[config.mk]
export PLATFORM = sky130hd
export DESIGN_NAME = angle_to_quadrature_emulator
export DESIGN_NICKNAME = d
export VERILOG_FILES = /design/src/design/aqe_pkg.sv /design/src/design/aqe_cfg.sv /design/src/design/aqe_axis.sv /design/src/design/angle_to_quadrature_emulator.sv
export SDC_FILE = /design/constraint.sdc
export NUM_CORES = 2
export LEC_CHECK = 0
export BUFFER_PORTS_ARGS = -buffer_cell sky130_fd_sc_hd__buf_2
export CAP_MARGIN = 20
export CORE_MARGIN = 5
export CORE_UTILIZATION = 51
export CTS_BUF_LIST = sky130_fd_sc_hd__clkbuf_2
export CTS_CLUSTER_DIAMETER = 50
export DETAILED_ROUTE_END_ITERATION = 10
export PLACE_DENSITY_LB_ADDON = 0.12
export SLEW_MARGIN = 20
export SYNTH_ARGS = -nofsm -noshare
export SYNTH_HDL_FRONTEND = slang
export SYNTH_HIERARCHICAL = 1
export SYNTH_SLANG_ARGS = --single-unit
[constraint.sdc]
create_clock -name i_clk -period 20.3 [get_ports i_clk]
set_input_delay 2.03 -clock i_clk [delete_from_list [all_inputs] [get_ports i_clk]]
set_output_delay 2.03 -clock i_clk [all_outputs]
set_load 0.01 [all_outputs]
[src/design/aqe_pkg.sv]
// ---------------------------------------------------------------------------
// aqe_pkg: shared types and constants of the quadrature emulator
// Field structs for the request and result channels, the per-axis state
// record, configuration view and register indexes.
// ---------------------------------------------------------------------------
`default_nettype none

package aqe_pkg;

    localparam int ANGLE_W    = 16;                 // angle is a fraction of a turn
    localparam int COUNT_W    = 16;                 // position count and period width
    localparam int CPR_W      = 14;                 // cycles per revolution register
    localparam int CFG_IDX_W  = 2;
    localparam int AXES_W     = 2;
    localparam int MAX_COUNTS = 9000;
    localparam int PROD_W     = ANGLE_W + COUNT_W;

    localparam logic [ANGLE_W-1:0]  ANGLE_HALF = {1'b1, {(ANGLE_W-1){1'b0}}};
    localparam logic [CPR_W-1:0]    CPR_MAX    = CPR_W'(MAX_COUNTS);
    localparam logic [CPR_W-1:0]    CPR_MIN    = CPR_W'(1);

    // configuration register indexes
    localparam logic [CFG_IDX_W-1:0] REG_CPR_ONE = 2'd0;
    localparam logic [CFG_IDX_W-1:0] REG_CPR_TWO = 2'd1;
    localparam logic [CFG_IDX_W-1:0] REG_AXES    = 2'd2;

    // request kinds
    localparam logic KIND_UPDATE = 1'b0;
    localparam logic KIND_INIT   = 1'b1;

    typedef struct packed {
        logic               kind;
        logic [ANGLE_W-1:0] angle_one;
        logic [ANGLE_W-1:0] angle_two;
    } t_in;

    typedef struct packed {
        logic               chan_a_one;
        logic               chan_b_one;
        logic               chan_a_two;
        logic               chan_b_two;
        logic               index_pulse;
        logic [COUNT_W-1:0] count_one;
        logic [COUNT_W-1:0] count_two;
        logic               rejected;
    } t_out;

    typedef struct packed {
        logic               calibrated;
        logic               phase_a;
        logic               phase_b;
        logic               index;
        logic [COUNT_W-1:0] position;
        logic [ANGLE_W-1:0] last_angle;
    } t_axis_st;

    typedef struct packed {
        logic [COUNT_W-1:0] period_one;
        logic [COUNT_W-1:0] period_two;
        logic               two_axes;
        logic               clr_one;
        logic               clr_two;
    } t_cfg;

endpackage

`default_nettype wire

[src/design/aqe_cfg.sv]
// ---------------------------------------------------------------------------
// aqe_cfg: configuration registers
// Holds cycles per revolution for both axes and the active axis count,
// clamps the counts and presents the x4 periods and position clear strobes.
// ---------------------------------------------------------------------------
`default_nettype none

module aqe_cfg (
    input  wire logic                         i_clk,
    input  wire logic                         i_rst_n,
    input  wire logic                         i_cfg_we,
    input  wire logic [aqe_pkg::CFG_IDX_W-1:0] i_cfg_index,
    input  wire logic [aqe_pkg::CPR_W-1:0]     i_cfg_data,
    output aqe_pkg::t_cfg                     o_cfg
);

    logic [aqe_pkg::CPR_W-1:0]  r_cpr_one;
    logic [aqe_pkg::CPR_W-1:0]  r_cpr_two;
    logic [aqe_pkg::AXES_W-1:0] r_axes;
    logic [aqe_pkg::CPR_W-1:0]  cpr_one_clamped;
    logic [aqe_pkg::CPR_W-1:0]  cpr_two_clamped;

    // store register writes
    always_ff @(posedge i_clk) begin
        if (!i_rst_n) begin
            r_cpr_one <= aqe_pkg::CPR_MIN;
            r_cpr_two <= aqe_pkg::CPR_MIN;
            r_axes    <= aqe_pkg::AXES_W'(1);
        end else if (i_cfg_we) begin
            case (i_cfg_index)
                aqe_pkg::REG_CPR_ONE: r_cpr_one <= i_cfg_data;
                aqe_pkg::REG_CPR_TWO: r_cpr_two <= i_cfg_data;
                aqe_pkg::REG_AXES:    r_axes    <= i_cfg_data[aqe_pkg::AXES_W-1:0];
                default: ;
            endcase
        end
    end

    // clamp counts into the supported range
    function automatic logic [aqe_pkg::CPR_W-1:0] clamp_cpr(
        input logic [aqe_pkg::CPR_W-1:0] v
    );
        logic [aqe_pkg::CPR_W-1:0] res;
        res = v;
        if (v < aqe_pkg::CPR_MIN) begin
            res = aqe_pkg::CPR_MIN;
        end else if (v > aqe_pkg::CPR_MAX) begin
            res = aqe_pkg::CPR_MAX;
        end
        return res;
    endfunction

    assign cpr_one_clamped = clamp_cpr(r_cpr_one);
    assign cpr_two_clamped = clamp_cpr(r_cpr_two);

    // x4 period, clear strobes, axis mode (zero acts as one, three as two)
    always_comb begin
        o_cfg.period_one = {cpr_one_clamped, 2'b00};
        o_cfg.period_two = {cpr_two_clamped, 2'b00};
        o_cfg.two_axes   = r_axes[1];
        o_cfg.clr_one    = i_cfg_we && (i_cfg_index == aqe_pkg::REG_CPR_ONE);
        o_cfg.clr_two    = i_cfg_we && (i_cfg_index == aqe_pkg::REG_CPR_TWO);
    end

endmodule

`default_nettype wire

[src/design/aqe_axis.sv]
// ---------------------------------------------------------------------------
// aqe_axis: one emulated encoder axis
// Holds the axis state and works out its next value for an initialize or
// update request: wrap, scale with rounding, modulo add, phase and index.
// ---------------------------------------------------------------------------
`default_nettype none

module aqe_axis (
    input  wire logic                       i_clk,
    input  wire logic                       i_rst_n,
    input  wire logic                       i_apply,
    input  wire logic                       i_init,
    input  wire logic [aqe_pkg::ANGLE_W-1:0] i_angle,
    input  wire logic [aqe_pkg::COUNT_W-1:0] i_period,
    input  wire logic                       i_clr,
    output aqe_pkg::t_axis_st               o_state,
    output aqe_pkg::t_axis_st               o_next
);

    aqe_pkg::t_axis_st r_st;
    aqe_pkg::t_axis_st n_st;

    logic [aqe_pkg::ANGLE_W-1:0] diff;
    logic [aqe_pkg::ANGLE_W-1:0] mag;
    logic                        neg;
    logic [aqe_pkg::ANGLE_W-1:0] mul_a;
    logic [aqe_pkg::PROD_W-1:0]  prod;
    logic [aqe_pkg::PROD_W-1:0]  scaled_full;
    logic [aqe_pkg::COUNT_W-1:0] step;
    logic [aqe_pkg::COUNT_W:0]   sum_up;
    logic [aqe_pkg::COUNT_W:0]   sum_wrap;
    logic [aqe_pkg::COUNT_W-1:0] cnt;
    logic                        moved;
    logic                        pa;
    logic                        pb;

    // wrap the angle change into plus or minus half a turn
    always_comb begin
        diff = i_angle - r_st.last_angle;
        if (diff > aqe_pkg::ANGLE_HALF) begin
            neg = 1'b1;
            mag = aqe_pkg::ANGLE_W'(0) - diff;
        end else if (diff == aqe_pkg::ANGLE_HALF) begin
            neg = !(i_angle > r_st.last_angle);
            mag = diff;
        end else begin
            neg = 1'b0;
            mag = diff;
        end
    end

    // one shared multiplier: start angle on initialize, magnitude on update
    always_comb begin
        mul_a = i_init ? i_angle : mag;
        prod  = aqe_pkg::PROD_W'(mul_a) * aqe_pkg::PROD_W'(i_period);
        // round half away from zero on update only
        scaled_full = i_init ? prod
                             : prod + aqe_pkg::PROD_W'(aqe_pkg::ANGLE_HALF);
        step  = scaled_full[aqe_pkg::PROD_W-1:aqe_pkg::ANGLE_W];
    end

    // add or subtract the step modulo the period
    always_comb begin
        sum_up   = {1'b0, r_st.position} + {1'b0, step};
        sum_wrap = {1'b0, r_st.position} + {1'b0, i_period} - {1'b0, step};
        if (neg) begin
            cnt = (r_st.position >= step) ? (r_st.position - step)
                                          : sum_wrap[aqe_pkg::COUNT_W-1:0];
        end else begin
            cnt = (sum_up >= {1'b0, i_period})
                ? aqe_pkg::COUNT_W'(sum_up - {1'b0, i_period})
                : sum_up[aqe_pkg::COUNT_W-1:0];
        end
        moved = (step != '0);
    end

    // quadrature phases follow count mod 4 only when the count moved
    always_comb begin
        pa = r_st.phase_a;
        pb = r_st.phase_b;
        if (moved) begin
            case (cnt[1:0])
                2'd0:    begin pa = 1'b0; pb = 1'b0; end
                2'd1:    begin pa = 1'b1; pb = 1'b0; end
                2'd2:    begin pa = 1'b1; pb = 1'b1; end
                default: begin pa = 1'b0; pb = 1'b1; end
            endcase
        end
    end

    // next state of the axis
    always_comb begin
        n_st = r_st;
        if (i_clr) begin
            n_st.position = '0;
        end
        if (i_apply) begin
            n_st.last_angle = i_angle;
            if (i_init) begin
                n_st.position   = step;
                n_st.phase_a    = 1'b0;
                n_st.phase_b    = 1'b0;
                n_st.index      = (i_angle == '0);
                n_st.calibrated = 1'b1;
            end else begin
                n_st.position = cnt;
                n_st.phase_a  = pa;
                n_st.phase_b  = pb;
                n_st.index    = (cnt == '0) || (cnt == i_period - aqe_pkg::COUNT_W'(1));
                // zero angle with both channels low snaps to the home count
                if ((i_angle == '0) && !pa && !pb) begin
                    n_st.index    = 1'b1;
                    n_st.position = '0;
                end
            end
        end
    end

    // hold axis state
    always_ff @(posedge i_clk) begin
        if (!i_rst_n) begin
            r_st <= '0;
        end else begin
            r_st <= n_st;
        end
    end

    assign o_state = r_st;
    assign o_next  = n_st;

endmodule

`default_nettype wire

[src/design/angle_to_quadrature_emulator.sv]
// ---------------------------------------------------------------------------
// angle_to_quadrature_emulator: absolute angle to x4 quadrature emulator
// Turns angle readings for one or two axes into A/B channels, an index
// pulse and position counts, one result per request.
// ---------------------------------------------------------------------------
//  channel  | direction | handshake               | payload
//  request  | in        | i_in_valid / o_in_ready | i_in_data  (t_in)
//  result   | out       | o_out_valid/ i_out_ready| o_out_data (t_out)
//  config   | in        | i_cfg_we                | i_cfg_index, i_cfg_data
//
//  An accepted request is held in the input register and is resolved into
//  the axis state and the result register once that register is free; one
//  request per cycle is sustained while the result side does not stall. The
//  single pass through one 16x16 multiply and a modulo add per axis allows
//  that rate.
//  Reset clears all axis state and sets both counts and the axis count to one.
//  A stalled result holds the input register, which then holds the request side.
// ---------------------------------------------------------------------------
`default_nettype none

module angle_to_quadrature_emulator (
    input  wire logic                          i_clk,
    input  wire logic                          i_rst_n,
    input  wire logic                          i_in_valid,
    output logic                               o_in_ready,
    input  wire aqe_pkg::t_in                  i_in_data,
    output logic                               o_out_valid,
    input  wire logic                          i_out_ready,
    output aqe_pkg::t_out                      o_out_data,
    input  wire logic                          i_cfg_we,
    input  wire logic [aqe_pkg::CFG_IDX_W-1:0] i_cfg_index,
    input  wire logic [aqe_pkg::CPR_W-1:0]     i_cfg_data
);

    aqe_pkg::t_cfg     cfg;
    aqe_pkg::t_in      r_in;
    logic              r_in_valid;
    aqe_pkg::t_out     r_out;
    aqe_pkg::t_out     n_out;
    logic              r_out_valid;
    aqe_pkg::t_axis_st st_one;
    aqe_pkg::t_axis_st st_two;
    aqe_pkg::t_axis_st nx_one;
    aqe_pkg::t_axis_st nx_two;
    logic              fire;
    logic              is_init;
    logic              reject;
    logic              apply_one;
    logic              apply_two;

    aqe_cfg u_cfg (
        .i_clk       (i_clk),
        .i_rst_n     (i_rst_n),
        .i_cfg_we    (i_cfg_we),
        .i_cfg_index (i_cfg_index),
        .i_cfg_data  (i_cfg_data),
        .o_cfg       (cfg)
    );

    // resolve the held request when the result register is free
    assign fire       = r_in_valid && (!r_out_valid || i_out_ready);
    assign o_in_ready = !r_in_valid || fire;

    // refuse an update until every active axis is calibrated
    always_comb begin
        is_init   = (r_in.kind == aqe_pkg::KIND_INIT);
        reject    = !is_init && (!st_one.calibrated || (cfg.two_axes && !st_two.calibrated));
        apply_one = fire && !reject;
        apply_two = fire && !reject && cfg.two_axes;
    end

    aqe_axis u_axis_one (
        .i_clk   (i_clk),
        .i_rst_n (i_rst_n),
        .i_apply (apply_one),
        .i_init  (is_init),
        .i_angle (r_in.angle_one),
        .i_period(cfg.period_one),
        .i_clr   (cfg.clr_one),
        .o_state (st_one),
        .o_next  (nx_one)
    );

    aqe_axis u_axis_two (
        .i_clk   (i_clk),
        .i_rst_n (i_rst_n),
        .i_apply (apply_two),
        .i_init  (is_init),
        .i_angle (r_in.angle_two),
        .i_period(cfg.period_two),
        .i_clr   (cfg.clr_two),
        .o_state (st_two),
        .o_next  (nx_two)
    );

    // build the result from the state after the request
    always_comb begin
        n_out.chan_a_one  = nx_one.phase_a;
        n_out.chan_b_one  = nx_one.phase_b;
        n_out.chan_a_two  = cfg.two_axes && nx_two.phase_a;
        n_out.chan_b_two  = cfg.two_axes && nx_two.phase_b;
        n_out.index_pulse = nx_one.index || (cfg.two_axes && nx_two.index);
        n_out.count_one   = nx_one.position;
        n_out.count_two   = nx_two.position;
        n_out.rejected    = reject;
    end

    // input register: take a request whenever it is free or draining
    always_ff @(posedge i_clk) begin
        if (!i_rst_n) begin
            r_in_valid <= 1'b0;
        end else if (o_in_ready) begin
            r_in_valid <= i_in_valid;
        end
    end

    always_ff @(posedge i_clk) begin
        if (o_in_ready && i_in_valid) begin
            r_in <= i_in_data;
        end
    end

    // result register: load on resolve, drop when taken
    always_ff @(posedge i_clk) begin
        if (!i_rst_n) begin
            r_out_valid <= 1'b0;
        end else if (fire) begin
            r_out_valid <= 1'b1;
        end else if (i_out_ready) begin
            r_out_valid <= 1'b0;
        end
    end

    always_ff @(posedge i_clk) begin
        if (fire) begin
            r_out <= n_out;
        end
    end

    assign o_out_valid = r_out_valid;
    assign o_out_data  = r_out;

endmodule

`default_nettype wire

==> impl_summary.log <==
[metrics] outcome: completed
[metrics] portion of total power attributed to sequential cells: 0.071
[metrics] leading post-synthesis cells by instance count: 629 x sky130_fd_sc_hd__inv_1, 560 x sky130_fd_sc_hd__nand2_1, 424 x sky130_fd_sc_hd__fa_1
[metrics] post-synth cell types: 117
[metrics] io pins: 94
[metrics] clock tree from TritonCTS: done
[metrics] Async SR Flop Fraction: 0
[metrics] antenna violations before repair: 4
[metrics] main combinational cell family by area after synthesis: adder cells
[metrics] Highest Clock Rate: 52.4 MHz
[metrics] final-report max-slew violation count: 0
[metrics] post-synthesis cell area: 0.0370 mm2
[metrics] instance count of the mapped netlist: 4518
[metrics] Die Height: 279 um
[metrics] post-synth top area share: 0.229
[metrics] cell types occupying the most area after synthesis: sky130_fd_sc_hd__fa_1 23%, sky130_fd_sc_hd__ha_1 13%, sky130_fd_sc_hd__inv_1 6.4%, sky130_fd_sc_hd__edfxtp_1 5.8%, sky130_fd_sc_hd__nand2_1 5.7%
[metrics] floorplan die width: about 280 um
[metrics] number of synthesized register bits: 174
[metrics] number of stages on the worst hold path: 2
[metrics] CTS sink cnt: 174
[metrics] CP Class: flip-flop to flip-flop
[metrics] clock network latency to the later pin of the worst-skew pair: 1.04 ns
[metrics] post-CTS resize count: 0
[metrics] total power per unit cell area: 155 mW/mm2
[metrics] met1 wire length: approximately 53 mm
[metrics] switching share of total power: 0.585
[metrics] Post-CTS Setup Inserts: 0
[metrics] number of clock buffers inserted by TritonCTS: 17
[metrics] clock transition time at the flip-flop clock pins of the worst setup and hold paths: 0.33 ns
[metrics] number of global-route vias before repair: 32100
[metrics] Port Buffer Count: 93
[metrics] ratio of cells with drive above 1 in the final layout: 0.0692
[metrics] global-route wire length before repair: 186 mm
[metrics] internal power: about 2.5 mW
[metrics] DRC violation total after the first TritonRoute iteration: 2665
[metrics] Area Growth Syn to Fin: 4.73%
[metrics] slowest stage delay, CP: 0.81 ns
[metrics] transition at the pin with the smallest max-transition slack: about 1.2 ns
[metrics] H-tree level count: 4
[metrics] total iterations of the first detailed-routing run: 10
[metrics] setup_tns: 0 ns
[metrics] standby leakage power: 18.2 nW
[metrics] final critical delay including setup and external delays: roughly 19 ns
[metrics] die area: 0.0781 mm2
[metrics] uppermost layer routed: met5
[metrics] Remaining DRCs: 0
[metrics] flip-flop cell with the highest count after synthesis: sky130_fd_sc_hd__dfxtp_1
[metrics] routability congestion estimate: around 0.97
[metrics] final routed wirelength across all metal layers: 119 mm
[metrics] post-DR wirelength/cell: 21.7 um
[metrics] number of buffers on the longest clock path: 2
[metrics] parity-gate share of the synthesized area counting xor and xnor cells: 0.0600
[metrics] peak fanout along the critical path: 12
[metrics] min setup slack post-route: approximately 1.2 ns
[metrics] Tightest Hold Check Type: flip-flop to flip-flop
[metrics] highest ir drop seen on vdd: 0.235 mV
[metrics] detailed placement HPWL: about 95 mm
[metrics] Power Total: 6.02 mW
[metrics] total number of placement rows: 98
[metrics] grt total ovfl: 0
[metrics] hold buffers post-CTS: 0
[metrics] kind of end point of the critical path: flip-flop
[metrics] unrepaired setup endpoints after global routing: no
[metrics] final critical-path share of the clock period: 0.940
[metrics] worst hold slack: between 0.4 and 0.5 ns
[metrics] wire length on met3: 11.4 mm
[metrics] required time of the worst setup path: 21.07 ns
[metrics] mux contribution to synthesized area: 0.0184
[metrics] wire length on met2: just over 50 mm
[metrics] largest net degree at the start of global routing: 99
[metrics] final hold violations: 0
[metrics] routed via count: 32600
[metrics] ratio of routed vias to standard cells: 5.95
[metrics] sequential fraction of the synthesis area: 0.113
[metrics] max-cap viol count: 0
[metrics] nets: 5362
[metrics] Post-synth EDFFs: just over 70
[metrics] Setup Viol. Count Final: 0
[metrics] simple-gate share of the synthesized area: 0.206
[metrics] Comb pwr share: 0.894
[metrics] area leader, netlist: sky130_fd_sc_hd__fa_1
[metrics] worst slew slack as a fraction of its limit: 0.196
[metrics] Overall Global Routing Usage: 0.302
[metrics] standard cell core area: a little over 0.07 mm2
[metrics] Finished Core Util: 0.540
[metrics] adder-cell area share of the yosys netlist: 0.356
[metrics] FF-to-FF path depth: 64
[metrics] clk_skew: 0.0748 ns
[metrics] data arrival time of the critical path: about 20 ns
[metrics] yosys synthesis warning count: 6
[metrics] starting density of the core: 0.516
[metrics] Avg Cell Area, Syn: 8.19 um2
[metrics] type of element launching the critical path: flip-flop
[metrics] Synth Area in Compound Gates: 0.159
[metrics] switching power total: 3.53 mW
[metrics] dominant cell by count in the synthesized netlist: sky130_fd_sc_hd__inv_1
[metrics] DP Worst Slack: 1.28 ns
[metrics] cell type with the highest occurrence count on the critical path: sky130_fd_sc_hd__inv_1
[metrics] slowest cell on the critical path: sky130_fd_sc_hd__o21ai_0
[metrics] CTS Root Buffer Type: sky130_fd_sc_hd__clkbuf_2
[metrics] clock group share of total power: 0.035
[metrics] antenna viol nets, final: 0
## worst max-delay path, delay by kind of cell, from the launching register on
| kind | cells | cell delay, ns |
|---|---|---|
| flops | 1 | 0.53 |
| simple gates | 19 | 4.70 |
| xor+xnor | 4 | 1.72 |
| mux | 2 | 0.56 |
| buf+inv | 8 | 0.55 |
| compound gates | 18 | 5.21 |
| fa+ha+maj | 13 | 5.57 |
## cell families after synthesis
kind of cell    after synthesis
compound gates              875
xor+xnor                    251
fa+ha+maj                   800
buf+inv                     830
flops                       174
mux                          66
other cells                   1
simple gates               1521
## cells in the final DEF, fill, tap and decap left out, types with 43 or more instances in the layout
master                       n
sky130_fd_sc_hd__xor2_1     74
sky130_fd_sc_hd__and2_1    229
sky130_fd_sc_hd__dfxtp_1   103
sky130_fd_sc_hd__nor3_1    102
sky130_fd_sc_hd__mux2i_1    51
sky130_fd_sc_hd__nor4_1     56
sky130_fd_sc_hd__a21oi_1   195
sky130_fd_sc_hd__o21ai_0   166
sky130_fd_sc_hd__nor2b_1    47
sky130_fd_sc_hd__inv_1     628
sky130_fd_sc_hd__buf_4      68
sky130_fd_sc_hd__edfxtp_1   71
sky130_fd_sc_hd__nand2_1   560
sky130_fd_sc_hd__nand3_1    80
sky130_fd_sc_hd__nor2_1    195
sky130_fd_sc_hd__buf_2      93
sky130_fd_sc_hd__a21o_1     99
sky130_fd_sc_hd__and3_1     45
sky130_fd_sc_hd__nand4_1    52
sky130_fd_sc_hd__xnor2_1   175
sky130_fd_sc_hd__fa_1      424
sky130_fd_sc_hd__o21bai_1   43
sky130_fd_sc_hd__ha_1      376
## stage by stage
stage,instance area [um2],cells
after CTS,38800,5471
after floorplan,37000,4521
after global placement,38400,5437
final,38800,5475
after detailed placement,38500,5439
after global routing,38800,5473
## final cells by class
type,instances,area (um2)
antenna,4,10.0
clock buffer,17,85.1
clock inverter,15,191
fill,6855,33000
inverter,636,2390
multi-input combinational,3517,29700
sequential,174,4190
tap,950,1190
timing repair buffer,162,991
## path summary, 6_finish.rpt
kind                                     startpoint             endpoint  slack, ns
worst max register to register             r_in[16]       o_out_data[22]       1.22
worst min register to register  u_cfg/r_cpr_two[10]  u_cfg/r_cpr_two[10]       0.48
worst max-delay path                       r_in[16]       o_out_data[22]       1.22
worst min-delay path            u_cfg/r_cpr_two[10]  u_cfg/r_cpr_two[10]       0.48
## registers in the layout, indices dropped and copies added (netlist names)
signal	count
r_in	32
o_out_valid	1
u_cfg/r_axes	1
r_in_valid	1
is_init	1
o_out_data	38
u_axis_two/o_state	36
u_axis_one/o_state	36
u_cfg/r_cpr_two	14
u_cfg/r_cpr_one	14
## power groups by stage
stage | combinational, mW | sequential [mW] | clock, mW
2_1_floorplan | 3.81 | 0.420 | 0
3_3_place_gp | 5.22 | 0.433 | 0
3_5_place_dp | 5.23 | 0.433 | 0
4_1_cts | 5.27 | 0.426 | 0.222
5_1_grt | 5.87 | 0.429 | 0.234
6_report | 5.38 | 0.426 | 0.214
## per-layer routing
| metal | vias up | track usage |
|---|---|---|
| li1 | 15100 | - |
| met1 | 15900 | 0.433 |
| met2 | 1345 | 0.469 |
| met3 | 173 | 0.0673 |
| met4 | 2 | 0.0725 |
| met5 | - | 0 |
Note: power is estimated with default switching activity, not from simulation.
